$ cat src/hw/rtl/tau_pkg.sv
`default_nettype none

package tau_pkg;

  typedef enum logic [1:0] {
    MODE_ADD = 2'd0,
    MODE_SUB = 2'd1,
    MODE_MUL = 2'd2,
    MODE_CMP = 2'd3
  } tau_mode_t;

  localparam logic [1:0] ORDER_SAME    = 2'b00;
  localparam logic [1:0] ORDER_LATER   = 2'b01;
  localparam logic [1:0] ORDER_EARLIER = 2'b11;

  localparam int unsigned TAU_STAGES = 8;

  localparam logic [29:0] USEC_PER_SEC = 30'd1000000;
  localparam logic [29:0] NSEC_PER_SEC = 30'd1000000000;

  // Quotient estimate q ~ ((t >> SHIFT) * RECIP) >> RSHIFT, with RECIP = 2^(SHIFT+RSHIFT)/U.
  // The estimate is never high and at most one low.
  localparam int unsigned US_SHIFT  = 19;
  localparam int unsigned US_RSHIFT = 18;
  localparam logic [17:0] US_RECIP  = 18'd137438;
  localparam int unsigned NS_SHIFT  = 29;
  localparam int unsigned NS_RSHIFT = 18;
  localparam logic [17:0] NS_RECIP  = 18'd140737;

  typedef struct packed {
    tau_mode_t   mode;
    logic        nano;
    logic [31:0] alt_sec;
    logic [30:0] alt_frac;
    logic [1:0]  order;
  } tau_side_t;

  typedef struct packed {
    tau_mode_t   mode;
    logic        nano;
    logic [31:0] a_sec;
    logic [29:0] a_frac;
    logic [31:0] b_sec;
    logic [29:0] b_frac;
    logic [31:0] fac;
    logic        neg;
    logic [31:0] mag;
  } tau_s1_t;

  typedef struct packed {
    tau_side_t   side;
    logic        neg;
    logic [63:0] p;
    logic [61:0] fp;
  } tau_s2_t;

  typedef struct packed {
    tau_side_t   side;
    logic        neg;
    logic [31:0] sec;
    logic [45:0] fpart;
    logic [29:0] left;
  } tau_s3_t;

  typedef struct packed {
    tau_side_t   side;
    logic [31:0] sec;
    logic [47:0] total;
  } tau_s4_t;

  function automatic logic [29:0] units(input logic nano);
    return nano ? NSEC_PER_SEC : USEC_PER_SEC;
  endfunction

endpackage

`default_nettype wire

$ cat src/hw/rtl/tau_norm.sv
`default_nettype none

module tau_norm (
  input  wire logic              clk,
  input  wire logic [3:0]        load,
  input  wire tau_pkg::tau_s4_t  s4_i,
  output logic [31:0]            result_seconds,
  output logic [30:0]            result_fraction,
  output logic [1:0]             order
);
  import tau_pkg::*;

  tau_side_t   side5_r, side6_r, side7_r;
  logic [31:0] sec5_r, sec6_r, sec7_r;
  logic [47:0] total5_r;
  logic [30:0] tlow6_r;
  logic        tneg6_r, tneg7_r;
  logic [17:0] qest5_r, qest5_nxt, qest6_r, qest7_r;
  logic [30:0] qu6_r, qu6_nxt;
  logic [30:0] rem7_r, rem7_nxt;
  logic [31:0] sec_out_r, sec_out_nxt;
  logic [30:0] frac_out_r, frac_out_nxt;
  logic [1:0]  order_out_r, order_out_nxt;

  logic [17:0] y;
  logic [35:0] est_prod;
  logic [47:0] qu_full;
  logic [30:0] u31;
  logic [30:0] frac_m;
  logic [17:0] q_fin;

  // Stage 5: reciprocal estimate of total / U from the top bits of total.
  always_comb begin
    if (s4_i.side.nano) begin
      y         = s4_i.total[NS_SHIFT +: 18];
      est_prod  = 36'(y) * 36'(NS_RECIP);
      qest5_nxt = est_prod[NS_RSHIFT +: 18];
    end else begin
      y         = s4_i.total[US_SHIFT +: 18];
      est_prod  = 36'(y) * 36'(US_RECIP);
      qest5_nxt = est_prod[US_RSHIFT +: 18];
    end
  end

  always_ff @(posedge clk) begin
    if (load[0]) begin
      side5_r  <= s4_i.side;
      sec5_r   <= s4_i.sec;
      total5_r <= s4_i.total;
      qest5_r  <= qest5_nxt;
    end
  end

  // Stage 6: back-multiply; the remainder is below 2U, so 31 bits suffice.
  always_comb begin
    qu_full = 48'(qest5_r) * 48'(units(side5_r.nano));
    qu6_nxt = qu_full[30:0];
  end

  always_ff @(posedge clk) begin
    if (load[1]) begin
      side6_r <= side5_r;
      sec6_r  <= sec5_r;
      tlow6_r <= total5_r[30:0];
      tneg6_r <= total5_r[47];
      qest6_r <= qest5_r;
      qu6_r   <= qu6_nxt;
    end
  end

  // Stage 7: a negative fraction passes through untouched.
  assign rem7_nxt = tneg6_r ? tlow6_r : (tlow6_r - qu6_r);

  always_ff @(posedge clk) begin
    if (load[2]) begin
      side7_r <= side6_r;
      sec7_r  <= sec6_r;
      tneg7_r <= tneg6_r;
      qest7_r <= qest6_r;
      rem7_r  <= rem7_nxt;
    end
  end

  // Stage 8: one correction step, then pick the result for the operation.
  always_comb begin
    u31 = {1'b0, units(side7_r.nano)};
    if (tneg7_r) begin
      frac_m = rem7_r;
      q_fin  = 18'd0;
    end else if (rem7_r >= u31) begin
      frac_m = rem7_r - u31;
      q_fin  = qest7_r + 18'd1;
    end else begin
      frac_m = rem7_r;
      q_fin  = qest7_r;
    end

    case (side7_r.mode)
      MODE_MUL: begin
        sec_out_nxt   = sec7_r + 32'(q_fin);
        frac_out_nxt  = frac_m;
        order_out_nxt = ORDER_SAME;
      end
      default: begin
        sec_out_nxt   = side7_r.alt_sec;
        frac_out_nxt  = side7_r.alt_frac;
        order_out_nxt = side7_r.order;
      end
    endcase
  end

  always_ff @(posedge clk) begin
    if (load[3]) begin
      sec_out_r   <= sec_out_nxt;
      frac_out_r  <= frac_out_nxt;
      order_out_r <= order_out_nxt;
    end
  end

  assign result_seconds  = sec_out_r;
  assign result_fraction = frac_out_r;
  assign order           = order_out_r;

endmodule

`default_nettype wire

$ cat config.mk
export PLATFORM = sky130hd
export DESIGN_NAME = tau_norm
export DESIGN_NICKNAME = d
export VERILOG_FILES = /design/src/hw/rtl/tau_pkg.sv /design/src/hw/rtl/tau_norm.sv
export SDC_FILE = /design/constraint.sdc
export NUM_CORES = 2
export LEC_CHECK = 0
export ABC_AREA = 1
export BUFFER_PORTS_ARGS = -buffer_cell sky130_fd_sc_hd__clkbuf_2
export CELL_PAD_IN_SITES_DETAIL_PLACEMENT = 0
export CELL_PAD_IN_SITES_GLOBAL_PLACEMENT = 1
export CORE_MARGIN = 10
export CORE_UTILIZATION = 40
export DETAILED_ROUTE_END_ITERATION = 10
export MAX_ROUTING_LAYER = met4
export PLACE_DENSITY = 0.67
export SYNTH_ARGS = -nofsm -noshare
export SYNTH_HDL_FRONTEND = slang
export SYNTH_SLANG_ARGS = --single-unit
$ cat constraint.sdc
create_clock -name clk -period 16.8 [get_ports clk]
set_input_delay 0.84 -clock clk [delete_from_list [all_inputs] [get_ports clk]]
set_output_delay 0.84 -clock clk [all_outputs]
set_load 0.03 [all_outputs]
---- Yosys cells after proc, flatten, opt, wreduce, memory -nomap -nowiden ----
Index checks and enable logic that the tools add are counted.
storage, ports and cells
  register bits ........................... 562
  input bits .............................. 153
  output and inout port bits .............. 65
  word-level logic and storage cells ...... 49
cells by class
  mux-type cells .......................... 10
  add/sub/neg operators ................... 4
  equal/unequal tests ..................... 1
  $mul .................................... 3
  magnitude comparators ................... 1
operators by type and width
  cell                                                                   number
  31-bit two-way mux                                                     4
  30-bit two-way mux                                                     2
  18-bit two-way mux                                                     3
  18-bit by 18-bit multiplier with 36-bit output, second input constant  1
  18-bit by 17-bit multiplier with 35-bit output, second input constant  1
  32-bit by 18-bit adder with 32-bit output                              1
  32-bit two-way mux                                                     1
  31-bit by 30-bit >= comparator with 1-bit output                       1
  18-bit by 30-bit multiplier with 31-bit output                         1
  31-bit by 30-bit subtractor with 31-bit output                         1
  31-bit subtractor                                                      1
  18-bit by 1-bit adder with 18-bit output, second input constant        1
  2-bit equality test, second input constant                             1

---- Longest topological paths before layout ----
  word-level depth ........................ 6
  depth in mapped cells ................... 28
  gate-level depth less buffers ........... 26

---- Worst setup path before layout ----
No wires, ideal clock.
  kind .................................... reg-to-reg
  start point ............................. register side5_r[65] in the netlist's numbering
  end point ............................... register qu6_r[29], data pin
  data required time ...................... 16.541 ns
  period minus slack after synthesis ...... 5.438 ns
  data arrival time ....................... 5.179 ns
  setup slack ............................. 11.362 ns
  cell stages (with the launch flop) ...... 23
  path buffers ............................ 2
  setup time .............................. 0.259 ns
  cells stage by stage .................... edfxtp_1 buf_2 buf_1 nand2_1 inv_1 fa_1 fa_1 inv_1 fa_1 inv_1 fa_1 fa_1 inv_1 fa_1 inv_1 ha_1 inv_1 nor3_1 inv_1 nor3_1 nand4_1 nand3_1 xor2_1
between the ends
  cells in the longest elaborated chain, start to end .. 2
ends and longest elaborated chain
  what                                            line            RTL
  from (decl)                                     tau_norm.sv:13  tau_side_t side5_r, side6_r, side7_r;
  from (signal assigned)                          tau_norm.sv:47  side5_r <= s4_i.side;
  30-bit two-way mux                              tau_pkg.sv:72   return nano ? NSEC_PER_SEC : USEC_PER_SEC;
  18-bit by 30-bit multiplier with 31-bit output  tau_norm.sv:56  qu_full = 48'(qest5_r) * 48'(units(side5_r.nano));
  named net qu_full[29]                           tau_norm.sv:27  logic [47:0] qu_full;
  to (signal assigned)                            tau_norm.sv:67  qu6_r <= qu6_nxt;
  to (decl)                                       tau_norm.sv:19  logic [30:0] qu6_r, qu6_nxt;
The timed path passes the listed nets, and every way through them passes these cells.
A chain may end at the register's enable or synchronous reset.

---- Worst setup path in the final report ----
  start point ............................. register side5_r[65] in the netlist's numbering
  end point ............................... register qu6_r[28], data pin
The elaborated chain is that of the path after synthesis.

==> impl_metrics.yaml <==
cts:
  ctsHoldBuffers: 0
  ctsRootBufferMaster: "clkbuf_16"
  htreeDepth: 2
  clock_latency_ps: 650
  tritoncts: "done"
  cts_buffers: 57
  cts_resized: 0
  clock_tree.buffer_depth: 3
  cts_sinks: 540
  clkTransAtPathRegs_ps: 60
  postCtsSetupBuffers: 0
yosys:
  synth_enable_flop_cells: 540
  ys.flop_type: "edfxtp_1"
  syn_nets: 4866
  synth_area_leaders: "edfxtp_1, ha_1, fa_1, nand2_1, inv_1"
  ys_seq_elements: 540
  syn_inst: 4015
  synth_commonest_cells: "nand2_1, inv_1, edfxtp_1, ha_1, nor2_1"
  synth_cell_types: 46
  yosys.area.top_type: "edfxtp_1"
  synthesis.area_um2: 39100
  syn_area_per_cell_um2: 9.73
  yosysTopAreaCellShare_pct: 41.5
  synthArstFlopShare_pct: 0
  ys_seq_area_share_pct: 41.5
  yosysMostFrequentCell: "nand2_1"
  yosys_warnings: 0
global_route:
  grt_usage_pct: 20.1
  grt_pass1_vias: 28100
  grt_pass1_wl_mm: 169
  grt_max_degree: 102
  antenna_found_initial: 2
  grt_overflow_total: 0
sta:
  slew_viol_final: 0
  slew-limit-headroom_pct: 28.6
  max_freq_mhz: 159
  worst_slack_ps: 10520
  post-route-period-util_pct: 37.4
  fin_worst_skew_ps: 58.9
  setup_viol: 0
  setup_tns_ps: 0
  hold_viol: 0
  rsz0062_at_grt: "false"
  worst_slew_pin_slew_ps: 1070
  holdWs_ps: 366
  period_needed_ps: 6280
detailed_routing:
  drtPass1Iterations: 5
  wl_mm: 109
  antenna_left: 0
  vias_per_cell: 4.92
  route.detailed.drc: 0
  wire_per_inst_um: 19.6
  vias: 27500
  drtIter0Drc: 1724
worst_setup_path:
  cp_max_fo: 38
  path_common_cell: "inv_1"
  critPathRequiredTime_ps: 17200
  critPathSlowestCell: "fa_1"
  crit_family: "adder cells"
  worstSetupStartpointType: "flip-flop"
  critical_path.max_stage_delay_ps: 540
  critPathKind: "flip-flop to flip-flop"
  arrival_ps: 6680
  crit_buf_inv: 7
  path_cells: "buf_4 -> nand2_1 -> nor2_1 -> inv_1 -> nand2_1 -> inv_1 -> ha_1 -> inv_1 -> fa_1 -> inv_1 -> fa_1 -> fa_1 -> fa_1 -> inv_1 -> fa_1 -> inv_1 -> ha_1 -> nand2_1 -> nor4_1 -> nand4_1 -> nand4_1 -> nand2_1"
  endpoint_kind: "flip-flop"
floorplanning:
  fp.dieH_um: 332
  start_util_pct: 40.3
  core_um2: 96900
  die_w_um: 332
  rows: 114
  num_io_pins: 218
  die_area_um2: 111000
finish:
  nets: 5108
  antenna_cells: 0
  multiInputGateArea_um2: 19700
  area_growth_pct: 11.6
  seq_area_um2: 16200
  drive_above_1_share_pct: 8.44
  fin_util_pct: 45.0
  fillers: 9364
status:
  status: "completed"
job:
  maxCapViolations: 0
placement:
  place_ws_ps: 10460
  port_buffers: 217
  hpwl_mm: 89.8
  place_congestion: 0.933
hold_path:
  min-delay-path-class: "primary input to flip-flop"
-- kinds of logic after synthesis --
logic type	after synthesis	share of synthesized area, %
buffers and inverters	838	8.16
adders and majority gates	698	27.3
xor gates and xnor gates	70	1.57
AOI/OAI and AO/OA	343	4.85
and+or+nand+nor	1526	16.6
DFF	540	41.5
-- worst register-to-register path: stages (launching register included) --
cell and delay [ps]:
edfxtp_1 320, buf_4 370, nand2_1 250, nor2_1 300, inv_1 70, nand2_1 110, inv_1 60, ha_1 270
inv_1 60, fa_1 540, inv_1 60, fa_1 520, fa_1 440, fa_1 540, inv_1 50, fa_1 530
inv_1 40, ha_1 390, nand2_1 150, nor4_1 490, nand4_1 260, nand4_1 170, nand2_1 70
-- flip-flops by register name (all words and copies together), names as in the netlist --
name             flops
order                2
qest5_r             18
qest6_r             18
qest7_r             18
qu6_r               25
rem7_r              31
result_fraction     31
result_seconds      32
sec5_r              32
sec6_r              32
sec7_r              32
side5_r             68
side6_r             68
side7_r             68
tlow6_r             31
tneg6_r              1
tneg7_r              1
total5_r            32
-- cell usage in the layout (no fill, tap or decap), drive strengths merged --
cell	n
nand2	860
inv	797
edfxtp	540
ha	441
clkbuf	275
nor2	263
fa	257
nand3	231
a21oi	161
o21ai	111
nand4	80
xor2	42
nor3	35
clkinv	30
xnor2	28
o21bai	22
a21o	20
or2	16
nand3b	16
buf	15
nor4	14
a31oi	8
bufinv	8
a21boi	7
o21a	5
and2	5
o31ai	4
nand2b	3
and3	2
o211ai	2
a221oi	1
o2111ai	1
a31o	1
nor3b	1
-- area by class of cell --
class,count,share of cell area [%]
clock inverter,43,1.19
multi-input combinational,2637,45.1
inverter,792,6.82
sequential,540,37.2
clock buffer,61,3.31
timing repair buffer,229,2.75
tap,1276,3.66
-- per-layer routing --
metal / vias to the layer above / part of all wire (%) / GRT usage, % / wire length, um
met5: - / 0 / - / 0
met4: 0 / 1.4 / 3.56 / 1550
met3: 79 / 3.1 / 1.76 / 3360
met2: 471 / 51 / 35.3 / 55400
met1: 13300 / 45 / 25.5 / 49000
li1: 13600 / - / - / -
-- through the flow --
step           area (um2)  cells
2_1_floorplan       39100   4015
3_3_place_gp        41600   5474
3_5_place_dp        41600   5474
4_1_cts             43600   5578
5_1_grt             43600   5578
6_report            43600   5578
-- final timing paths --
| kind | start | to | slack (ps) | depth (start not counted) |
|---|---|---|---|---|
| min | s4_i[101] | side5_r[21] | 370 | 1 |
| max | side5_r[65] | qu6_r[28] | 10520 | 22 |
| min reg2reg | sec5_r[28] | sec6_r[28] | 380 | 0 |
| max reg2reg | side5_r[65] | qu6_r[28] | 10520 | 22 |
Power is not shown: default switching activity piles up to over one toggle a cycle in this logic, so the estimate is an artifact.
