### config.mk
export PLATFORM = sky130hd
export DESIGN_NAME = tau_scale
export DESIGN_NICKNAME = d
export VERILOG_FILES = /design/src/hw/rtl/tau_pkg.sv /design/src/hw/rtl/tau_scale.sv
export SDC_FILE = /design/constraint.sdc
export NUM_CORES = 1
export LEC_CHECK = 0
export BUFFER_PORTS_ARGS = -buffer_cell sky130_fd_sc_hd__buf_2
export CAP_MARGIN = 20
export CORE_MARGIN = 8
export CORE_UTILIZATION = 30
export DETAILED_ROUTE_END_ITERATION = 12
export PLACE_DENSITY = 0.58
export SLEW_MARGIN = 10
export SYNTH_ARGS = -nofsm -noshare
export SYNTH_HDL_FRONTEND = slang
export SYNTH_SLANG_ARGS = --single-unit
export TNS_END_PERCENT = 100
### constraint.sdc
create_clock -name clk -period 10.2 [get_ports clk]
set_input_delay 2.04 -clock clk [delete_from_list [all_inputs] [get_ports clk]]
set_output_delay 2.04 -clock clk [all_outputs]
set_load 0.01 [all_outputs]
### src/hw/rtl/tau_pkg.sv
`default_nettype none

package tau_pkg;

  typedef enum logic [1:0] {
    MODE_ADD = 2'd0,
    MODE_SUB = 2'd1,
    MODE_MUL = 2'd2,
    MODE_CMP = 2'd3
  } tau_mode_t;

  localparam logic [1:0] ORDER_SAME    = 2'b00;
  localparam logic [1:0] ORDER_LATER   = 2'b01;
  localparam logic [1:0] ORDER_EARLIER = 2'b11;

  localparam int unsigned TAU_STAGES = 8;

  localparam logic [29:0] USEC_PER_SEC = 30'd1000000;
  localparam logic [29:0] NSEC_PER_SEC = 30'd1000000000;

  // Quotient estimate q ~ ((t >> SHIFT) * RECIP) >> RSHIFT, with RECIP = 2^(SHIFT+RSHIFT)/U.
  // The estimate is never high and at most one low.
  localparam int unsigned US_SHIFT  = 19;
  localparam int unsigned US_RSHIFT = 18;
  localparam logic [17:0] US_RECIP  = 18'd137438;
  localparam int unsigned NS_SHIFT  = 29;
  localparam int unsigned NS_RSHIFT = 18;
  localparam logic [17:0] NS_RECIP  = 18'd140737;

  typedef struct packed {
    tau_mode_t   mode;
    logic        nano;
    logic [31:0] alt_sec;
    logic [30:0] alt_frac;
    logic [1:0]  order;
  } tau_side_t;

  typedef struct packed {
    tau_mode_t   mode;
    logic        nano;
    logic [31:0] a_sec;
    logic [29:0] a_frac;
    logic [31:0] b_sec;
    logic [29:0] b_frac;
    logic [31:0] fac;
    logic        neg;
    logic [31:0] mag;
  } tau_s1_t;

  typedef struct packed {
    tau_side_t   side;
    logic        neg;
    logic [63:0] p;
    logic [61:0] fp;
  } tau_s2_t;

  typedef struct packed {
    tau_side_t   side;
    logic        neg;
    logic [31:0] sec;
    logic [45:0] fpart;
    logic [29:0] left;
  } tau_s3_t;

  typedef struct packed {
    tau_side_t   side;
    logic [31:0] sec;
    logic [47:0] total;
  } tau_s4_t;

  function automatic logic [29:0] units(input logic nano);
    return nano ? NSEC_PER_SEC : USEC_PER_SEC;
  endfunction

endpackage

`default_nettype wire

### src/hw/rtl/tau_scale.sv
`default_nettype none

module tau_scale (
  input  wire logic              clk,
  input  wire logic [1:0]        load,
  input  wire tau_pkg::tau_s2_t  s2_i,
  output tau_pkg::tau_s4_t       s4_o
);
  import tau_pkg::*;

  tau_s3_t s3_r, s3_nxt;
  tau_s4_t s4_r, s4_nxt;

  logic [45:0] left_prod;
  logic [31:0] whole;

  // Stage 3: the 2^-16 leftover of the seconds product is scaled to fraction units.
  always_comb begin
    left_prod    = 46'(units(s2_i.side.nano)) * 46'(s2_i.p[15:0]);
    whole        = s2_i.p[47:16];
    s3_nxt.side  = s2_i.side;
    s3_nxt.neg   = s2_i.neg;
    s3_nxt.sec   = s2_i.neg ? (~whole + 32'd1) : whole;
    s3_nxt.fpart = s2_i.fp[61:16];
    s3_nxt.left  = left_prod[45:16];
  end

  always_ff @(posedge clk) begin
    if (load[0]) begin
      s3_r <= s3_nxt;
    end
  end

  // Stage 4: the leftover carries the sign of the seconds product.
  always_comb begin
    s4_nxt.side  = s3_r.side;
    s4_nxt.sec   = s3_r.sec;
    s4_nxt.total = s3_r.neg ? ({2'b00, s3_r.fpart} - {18'd0, s3_r.left})
                            : ({2'b00, s3_r.fpart} + {18'd0, s3_r.left});
  end

  always_ff @(posedge clk) begin
    if (load[1]) begin
      s4_r <= s4_nxt;
    end
  end

  assign s4_o = s4_r;

endmodule

`default_nettype wire

=== Word level (Yosys, flattened, before mapping) ===
Cells that the tools add are included.

* Add/sub/neg operators: 3
* Magnitude comparators: 0
* Multiply operators: 1
* Mux-type cells: 3
* Div/mod/pow operators: 0
* Bitwise gates (word level): 1
* Shifts and indexed selects: 0
* Reductions and logical operators: 0
* Eq/ne operators: 0

{| class="wikitable"
|+ Operators with widths
! kind !! number
|-
| $mux 48 || 1
|-
| $add 46x30->47 || 1
|-
| $sub 46x30->47 || 1
|-
| $mul 30x16->46 || 1
|-
| $add 32x1->32 const B || 1
|-
| $mux 32 || 1
|-
| $not 32->32 || 1
|-
| $mux 30 || 1
|}

* Memory bits (read-only): 0
* Memories: 0
* Latch bits: 0
* Output and inout port bits: 148
* RAM bits: 0
* Bits in registers: 325

=== Longest topological paths before layout ===
Gate-level depths: netlist of the first run.

* Depth after elaboration: 3
* Mapped depth: 25

=== Least setup slack after synthesis of the first run ===
OpenSTA, ideal clock, no wires.

* Path kind: input -> register
* From: input port s2_i[192] (netlist bit)
* To: register s3_r[25] (netlist bit) (data pin)
* Arrival: 7.892 ns
* Setup time: 0.260 ns
* Setup slack: 2.049 ns
* Cell stages on the path: 23
* Data required time: 9.940 ns
* Cells stage by stage: clkbuf_1 -> nand2_1 -> inv_1 -> fa_1 -> inv_1 -> fa_1 -> inv_1 -> fa_1 -> fa_1 -> inv_1 -> fa_1 -> fa_1 -> inv_1 -> ha_1 -> and3_1 -> and2_1 -> o21ai_0 -> nand2_1 -> o41a_1 -> a21oi_1 -> a21oi_1 -> a221o_1 -> xor2_1

* Cells in the longest elaborated chain, start to end: 2

{| class="wikitable"
|+ RTL lines
! element !! RTL line !! source
|-
| from (decl) || tau_scale.sv:6 || <nowiki>input wire tau_pkg::tau_s2_t s2_i,</nowiki>
|-
| $mux 30 || tau_pkg.sv:72 || <nowiki>return nano ? NSEC_PER_SEC : USEC_PER_SEC;</nowiki>
|-
| $mul 30x16->46 || tau_scale.sv:19 || <nowiki>left_prod = 46'(units(s2_i.side.nano)) * 46'(s2_i.p[15:0]);</nowiki>
|-
| named net left_prod[41] || tau_scale.sv:14 || <nowiki>logic [45:0] left_prod;</nowiki>
|-
| to (signal assigned) || tau_scale.sv:30 || <nowiki>s3_r <= s3_nxt;</nowiki>
|-
| to (decl) || tau_scale.sv:11 || <nowiki>tau_s3_t s3_r, s3_nxt;</nowiki>
|}

The timed path passes the listed nets, and every way through them passes these cells.
A chain may end at the register's enable or synchronous reset.

=== Worst setup path in the final report of the first run ===
Ends and elaborated chain as after synthesis.

==> summary.md, run 1 <==
| Metric | Value |
|---|---|
| # setup viols final | 0 |
| Clock latency on the worst-skew pair | 530 ps |
| Power density cells | 291 nW/µm² |
| Series of cell instances along the critical path | buf_2 > nand2_1 > inv_1 > fa_1 > inv_1 > fa_1 > inv_1 > fa_1 > fa_1 > inv_1 > fa_1 > fa_1 > inv_1 > ha_1 > and3_1 > and2_1 > o21ai_0 > nand2_1 > o41a_1 > a21oi_1 > a21oi_1 > a221o_1 > xor2_1 |
| Clock root buffer master | sky130_fd_sc_hd__clkbuf_16 |
| Number of buffers inserted during clock tree synthesis | 34 |
| GRT Util Overall | 13.4% |
| Yosys synthesis warning count | 0 |
| Signal arrival time at the worst endpoint | 8730 ps |
| Routability congestion estimate | between 0.8 and 0.9 |
| Maximum number of pins on one net before global-route repair | 80 |
| Max H-tree Level | 2 |
| Area growth, synth to finish | 16.5% |
| Mean area per synthesized cell | 11.9 µm² |
| Syn_nets | 2478 |
| Residual DRC | 0 |
| Sequential share of the synthesized area | between 40% and 50% |
| Via density per instance | 4.66 |
| Starting utilization of the core area | 30.1% |
| Most frequent CP cell | sky130_fd_sc_hd__fa_1 |
| Post-synth cell types | 72 |
| Leakage dissipation | approximately 12 nW |
| Vias in the first global route | 15889 |
| CTS tree | built |
| Setup TNS | 0 ps |
| Average routed wire per standard cell | 18.1 µm |
| Reg2reg setup slack | between 6000 and 7000 ps |
| Buffers inserted during post-CTS setup optimization | 0 |
| Post-layout net count | around 2800 |
| Outcome | finished, final reports clean |
| Synth cell count leaders | 351 x sky130_fd_sc_hd__inv_1, 325 x sky130_fd_sc_hd__edfxtp_1, 230 x sky130_fd_sc_hd__ha_1, 172 x sky130_fd_sc_hd__fa_1, 95 x sky130_fd_sc_hd__a21oi_1 |
| Final number of hold-violating endpoints | 0 |
| Initial drt markers | roughly 940 |
| RSZ-0062 raised after global routing | false |
| Worst setup path category | in2reg |
| Post-route clock period utilization | 82.9% |
| Required time of the critical path | 10470 ps |
| Clk buf depth | 3 |
| Port bufs | 313 |
| Minimum clock period after layout | 8450 ps |
| Sum of overflow across all layers after global routing | 0 |
| EDFF count, synth | 325 |
| Crit-path max cell delay | 550 ps |
| Dominant cells by area after synthesis | sky130_fd_sc_hd__edfxtp_1 44%, sky130_fd_sc_hd__fa_1 15%, sky130_fd_sc_hd__ha_1 13% |
| Critical register-to-register path startpoint | s3_r[1]$_DFFE_PP_ |
| Maximum clock frequency | between 100 and 150 MHz |
| Worst Hold Endpoint | s4_o[86]$_DFFE_PP_ |
| Cell count of the worst hold path | 0 |
| Number of standard cells after synthesis | 1878 |
| CTS-repair resized insts | 0 |
| Worst path setup slack after routing | 1750 ps |
| Die width | 289 µm |
| Tightest Hold Check Type | reg2reg |
| Post-Layout Cell Count | roughly 3200 |
| Max-cap violation count | 0 |
| Share of post-route cells with drive strength above 1 | roughly 18% |
| Count of buffering cells on the critical path with inverters included | 6 |
| Number of synthesized register bits | between 300 and 400 |
| Core utilization of the finished layout | 35.1% |
| Pre-CTS setup slack | 1200 ps |
| Area share of the largest cell type after synthesis | 43.8% |
| Total Power Consumption | 7.57 mW |
| Max-Slew Margin vs Limit | 33.3% |
| Count of clock tree sinks | 325 |
| Fraction of registers with async set/reset | 0% |
| Library cell contributing the largest single delay on the critical path | sky130_fd_sc_hd__fa_1 |
| Dpl cells | roughly 3100 |
| Cell Rows | 100 |
| Type of destination of the critical path | register |
| Total Wirelength | 57600 µm |
| Antenna violations before repair | 4 |
| IR drop worst, VDD | between 0.15 and 0.2 mV |
| DRT Pass-1 Iters | 5 |
| Total core area | 74100 µm² |
| RR Endpoint | s4_o[33]$_DFFE_PP_ |
| Worst-path maximum fanout | 35 |
| Max-slew violation count | 0 |
| Netlist Area Pre-Place | between 20000 and 25000 µm² |
| First-pass GRT wire length | 88500 µm |
| Worst reg-to-reg path cell count | 11 |
| Worst-Margin Slew | 1000 ps |
| Height of the chip | about 290 µm |
| Top cell type by total area after synthesis | sky130_fd_sc_hd__edfxtp_1 |
| ANT nets after route | 0 |
| DIE AREA | 83300 µm² |
| Most instantiated library cell after synthesis | sky130_fd_sc_hd__inv_1 |
| Detail Placement HPWL | 47900 µm |
| Filler Cells Inserted | about 7400 |
| I/O pins | between 300 and 400 |
| Ys flop type | sky130_fd_sc_hd__edfxtp_1 |
| Count of hold-fix buffers inserted at cts | 0 |
| Start point of the worst hold path | s3_r[115]$_DFFE_PP_ |
| Via count | 14832 |
| Startpoint type of the worst setup path | input pin |
| Clock transition at the register clock pins on the worst setup and hold paths after CTS | roughly 60 ps |
| Worst setup skew after layout | 9.96 ps |
| Cell family with the largest share of critical-path delay | adder cells |
-- flip-flops by register name, summed over array words and instances, names as in the netlist --
signal and cells:
s4_o 148, s3_r 177
-- area by class of cell --
| type | count | area (µm²) | share of cell area, % |
|---|---|---|---|
| diodes | 1 | 2.50 | 0.00964 |
| clock buffers | 40 | 873 | 3.36 |
| clock inverters | 18 | 125 | 0.482 |
| inverters | 354 | 1330 | 5.12 |
| multi-input cells | 1156 | 11000 | 42.5 |
| flip-flops and latches | 325 | 9760 | 37.6 |
| well taps | 969 | 1210 | 4.67 |
| repair buffers | 319 | 1620 | 6.25 |
-- worst max-delay path by stage --
stage                         start            endpoint  slack [ps]  depth (start not counted)
after floorplan           s2_i[192]  s3_r[25]$_DFFE_PP_        2050                         23
after global placement    s2_i[192]  s3_r[25]$_DFFE_PP_        1170                         23
after detailed placement  s2_i[192]  s3_r[25]$_DFFE_PP_        1200                         23
after CTS                 s2_i[192]  s3_r[25]$_DFFE_PP_        1760                         23
after global routing      s2_i[192]  s3_r[25]$_DFFE_PP_        1360                         23
final                     s2_i[192]  s3_r[25]$_DFFE_PP_        1750                         23
-- layer usage --
layer  GRT usage, %  up-vias  part of all wire (%)
li1               -     7090                     -
met1           16.3     7212                    42
met3           2.68       81                   6.7
met4           4.22        0                   2.9
met2           23.9      449                    49
met5              0        -                     0
-- kinds of logic (layout without fill, tap and decap cells) --
logic type / after synthesis / count (layout) / synth area share, %
xor+xnor: 107 / 107 / 4.20
compound gates: 305 / 305 / 9.08
fa+ha+maj: 402 / 402 / 28.4
simple gates: 337 / 337 / 7.68
buf+inv: 397 / 731 / 6.69
mux: 5 / 5 / 0.224
other cells: 0 / 1 / 0
flops: 325 / 325 / 43.8
-- power breakdown --
part / switching [mW] / internal [mW]
clock: 0.514 / 0.620
combinational: 2.61 / 1.81
sequential: 0.0833 / 1.92
total: 3.21 / 4.36
-- metrics by stage --
| stage | hold WS (ps) | area [µm²] |
|---|---|---|
| detailed placement | 405 | 25000 |
| global placement | 400 | 25000 |
| floorplan | 400 | 22300 |
| CTS | 416 | 26000 |
| global route | 420 | 26000 |
| finish | 415 | 26000 |
-- cells in the final DEF, fill, tap and decap left out, types with 47 or more instances in the layout --
cell / instances
sky130_fd_sc_hd__ha_1: 230
sky130_fd_sc_hd__nor2_1: 68
sky130_fd_sc_hd__nand2_1: 87
sky130_fd_sc_hd__fa_1: 172
sky130_fd_sc_hd__xnor2_1: 88
sky130_fd_sc_hd__inv_1: 351
sky130_fd_sc_hd__buf_2: 311
sky130_fd_sc_hd__edfxtp_1: 325
sky130_fd_sc_hd__o21ai_0: 47
sky130_fd_sc_hd__a21oi_1: 95
Note: power is estimated with default switching activity, not from simulation.
==> inputs of run 2 (changes only) <==
Clock period 10.2 ns to 7.86 ns, I/O delays scaled along.
==> summary.md, run 2 (synthesis results as in run 1) <==
| Metric | Value |
|---|---|
| Outcome | finished, final reports clean |
| Clock group share of total power | 15.3% (+0.3 points) |
| Commonest non-fill, non-tap cell in the layout | sky130_fd_sc_hd__inv_1 |
| Clock root buffer master | sky130_fd_sc_hd__clkbuf_16 |
| Residual DRC | 0 (unchanged) |
| Sw Share | 40.8% (-1.6 points) |
| Cell family with the largest share of critical-path delay | adder cells |
| Initial drt markers | 863 (-8.0%) |
| Count of clock tree sinks | 325 (unchanged) |
| Die width | 289 µm (unchanged) |
| Required time of the critical path | 8130 ps (-2340 ps) |
| Share of post-route cells with drive strength above 1 | 19.3% (+1.7 points) |
| Height of the chip | 289 µm (unchanged) |
| Clock latency on the worst-skew pair | 530 ps (about the same) |
| Core utilization of the finished layout | 35.6% (+0.59 points) |
| Largest Register | s3_r |
| DRT Pass-1 Iters | 5 (unchanged) |
| Net switching component of the power | 4.21 mW (+31%) |
| Max-slew violation count | 0 (unchanged) |
| First-pass GRT wire length | 86500 µm (-2.2%) |
| Most frequent CP cell | sky130_fd_sc_hd__fa_1 |
| Type of destination of the critical path | register |
| Max H-tree Level | 2 (unchanged) |
| Buffers inserted during post-CTS setup optimization | 0 (unchanged) |
| Max-Slew Margin vs Limit | 33.8% (+0.45 points) |
| Worst-Margin Slew | 994 ps (-6.77 ps) |
| Series of cell instances along the critical path | buf_2 > buf_4 > nand2b_1 > fa_1 > fa_1 > inv_1 > fa_1 > fa_1 > inv_1 > fa_1 > fa_1 > inv_1 > ha_1 > and3_1 > and2_1 > o21ai_0 > nand2_1 > o41a_1 > a21oi_1 > buf_4 > a21oi_1 > a221o_1 > xor2_1 |
| Routability congestion estimate | 0.907 (+3.0%) |
| Leakage dissipation | 11.8 nW (+2.1%) |
| Clk buf depth | 3 (unchanged) |
| Total core area | 74100 µm² (unchanged) |
| GRT Util Overall | 13.2% (-0.26 points) |
| Antenna violations before repair | 10 (+6) |
| Count of buffering cells on the critical path with inverters included | 6 (unchanged) |
| Vias in the first global route | 15621 (-1.7%) |
| Starting utilization of the core area | 30.1% (unchanged) |
| IR drop worst, VDD | 0.252 mV (+34%) |
| Worst-path maximum fanout | 6 (-83%) |
| Internal Power | 6.09 mW (+40%) |
| Fraction of power consumed by sequential logic | 25.3% (-1.2 points) |
| Clock transition at the register clock pins on the worst setup and hold paths after CTS | 70 ps (about the same) |
| Number of flip-flops under the largest register name | 177 (unchanged) |
| ANT nets after route | 0 (unchanged) |
| Startpoint type of the worst setup path | input pin |
| Max-cap violation count | 0 (unchanged) |
| Post-layout net count | 2833 (+1.5%) |
| Post-route clock period utilization | 92.7% |
| Count of hold-fix buffers inserted at cts | 0 (unchanged) |
| Library cell contributing the largest single delay on the critical path | sky130_fd_sc_hd__fa_1 |
| Maximum number of pins on one net before global-route repair | 78 (-2.5%) |
| Cell Rows | 100 (unchanged) |
| RSZ-0062 raised after global routing | false |
| Top library cells by usage in the layout, fill and taps aside | 351 x sky130_fd_sc_hd__inv_1, 325 x sky130_fd_sc_hd__edfxtp_1, 311 x sky130_fd_sc_hd__buf_2 |
| # setup viols final | 0 (unchanged) |
| Area growth, synth to finish | 18.4% |
| Final number of hold-violating endpoints | 0 (unchanged) |
| Minimum clock period after layout | 7290 ps |
| Tightest Hold Check Type | reg2reg |
| Maximum clock frequency | 137 MHz |
| Worst setup path category | in2reg |
| Number of buffers inserted during clock tree synthesis | 34 (unchanged) |
| Combinational power share | 59.4% (+0.9 points) |
| Via count | 14747 (-0.57%) |
| I/O pins | 346 (unchanged) |
| Power density cells | 390 nW/µm² (+34%) |
| CTS-repair resized insts | 0 (unchanged) |
| Crit-path max cell delay | 540 ps (about the same) |
| Total Power Consumption | 10.3 mW (+36%) |
| Average routed wire per standard cell | 17.6 µm (-2.8%) |
| Signal arrival time at the worst endpoint | 7560 ps (-1170 ps) |
| Detail Placement HPWL | 47500 µm (-0.68%) |
| CTS tree | built |
| Via density per instance | 4.56 (-2.1%) |
| Sum of overflow across all layers after global routing | 0 (unchanged) |
| Total Wirelength | 56900 µm (-1.3%) |
| Worst setup skew after layout | 11.6 ps (+1.62 ps) |
| Port bufs | 313 (unchanged) |
| DIE AREA | 83300 µm² (unchanged) |
run 2: cell count changes in the layout (fill, tap and decap cells not counted):
cell,change
sky130_fd_sc_hd__inv_6,+1
sky130_fd_sc_hd__bufinv_16,+3
sky130_fd_sc_hd__clkinv_2,-1
sky130_fd_sc_hd__clkinv_8,+1
sky130_fd_sc_hd__clkinvlp_4,+3
sky130_fd_sc_hd__clkbuf_1,-1
sky130_fd_sc_hd__clkinv_4,-3
sky130_fd_sc_hd__buf_4,+43
sky130_fd_sc_hd__clkinv_1,-1
sky130_fd_sc_hd__diode_2,+5
run 2: final timing paths:
| path | start | endpoint | slack, ps | cells past startpoint |
|---|---|---|---|---|
| hold reg to reg | s3_r[152]$_DFFE_PP_ | s4_o[123]$_DFFE_PP_ | 410 | 0 |
| hold / removal | s3_r[152]$_DFFE_PP_ | s4_o[123]$_DFFE_PP_ | 410 | 0 |
| setup reg to reg | s3_r[1]$_DFFE_PP_ | s4_o[33]$_DFFE_PP_ | 3950 | 11 |
| setup / recovery | s2_i[192] | s3_r[25]$_DFFE_PP_ | 570 | 23 |
run 2: power groups by stage:
stage	logic [mW]	registers (mW)	clock network (mW)
2_1_floorplan	4.22	2.68	0
3_3_place_gp	6.11	2.64	0
3_5_place_dp	6.14	2.65	0
4_1_cts	6.19	2.61	1.65
5_1_grt	6.93	2.64	1.71
6_report	6.11	2.61	1.58
run 2: area by class of cell:
| type | instances | area, µm² |
|---|---|---|
| diodes | 6 | 15.0 |
| clock buffers | 39 | 870 |
| clock inverters | 21 | 228 |
| fillers | 7347 | 47700 |
| inverters | 354 | 1330 |
| multi-input cells | 1156 | 11000 |
| flip-flops and latches | 325 | 9760 |
| well taps | 969 | 1210 |
| repair buffers | 362 | 1950 |
run 2: stage by stage:
stage	instance area (µm²)	cells	setup TNS, ps	worst slack [ps]	hold slack [ps]
4_1_cts	26400	3226	0	539	413
3_3_place_gp	25300	3166	-17.3	-17.3	401
3_5_place_dp	25300	3166	-81.3	-31.0	405
6_report	26400	3232	0	571	410
5_1_grt	26400	3227	0	280	418
2_1_floorplan	22300	1878	0	177	400
run 2: routing by layer:
metal  routed length [µm]  global-route usage (%)
met5                   28                       0
met4                 1900                    4.74
met3                 3910                    2.90
met2                27600                    23.3
met1                23400                    15.6
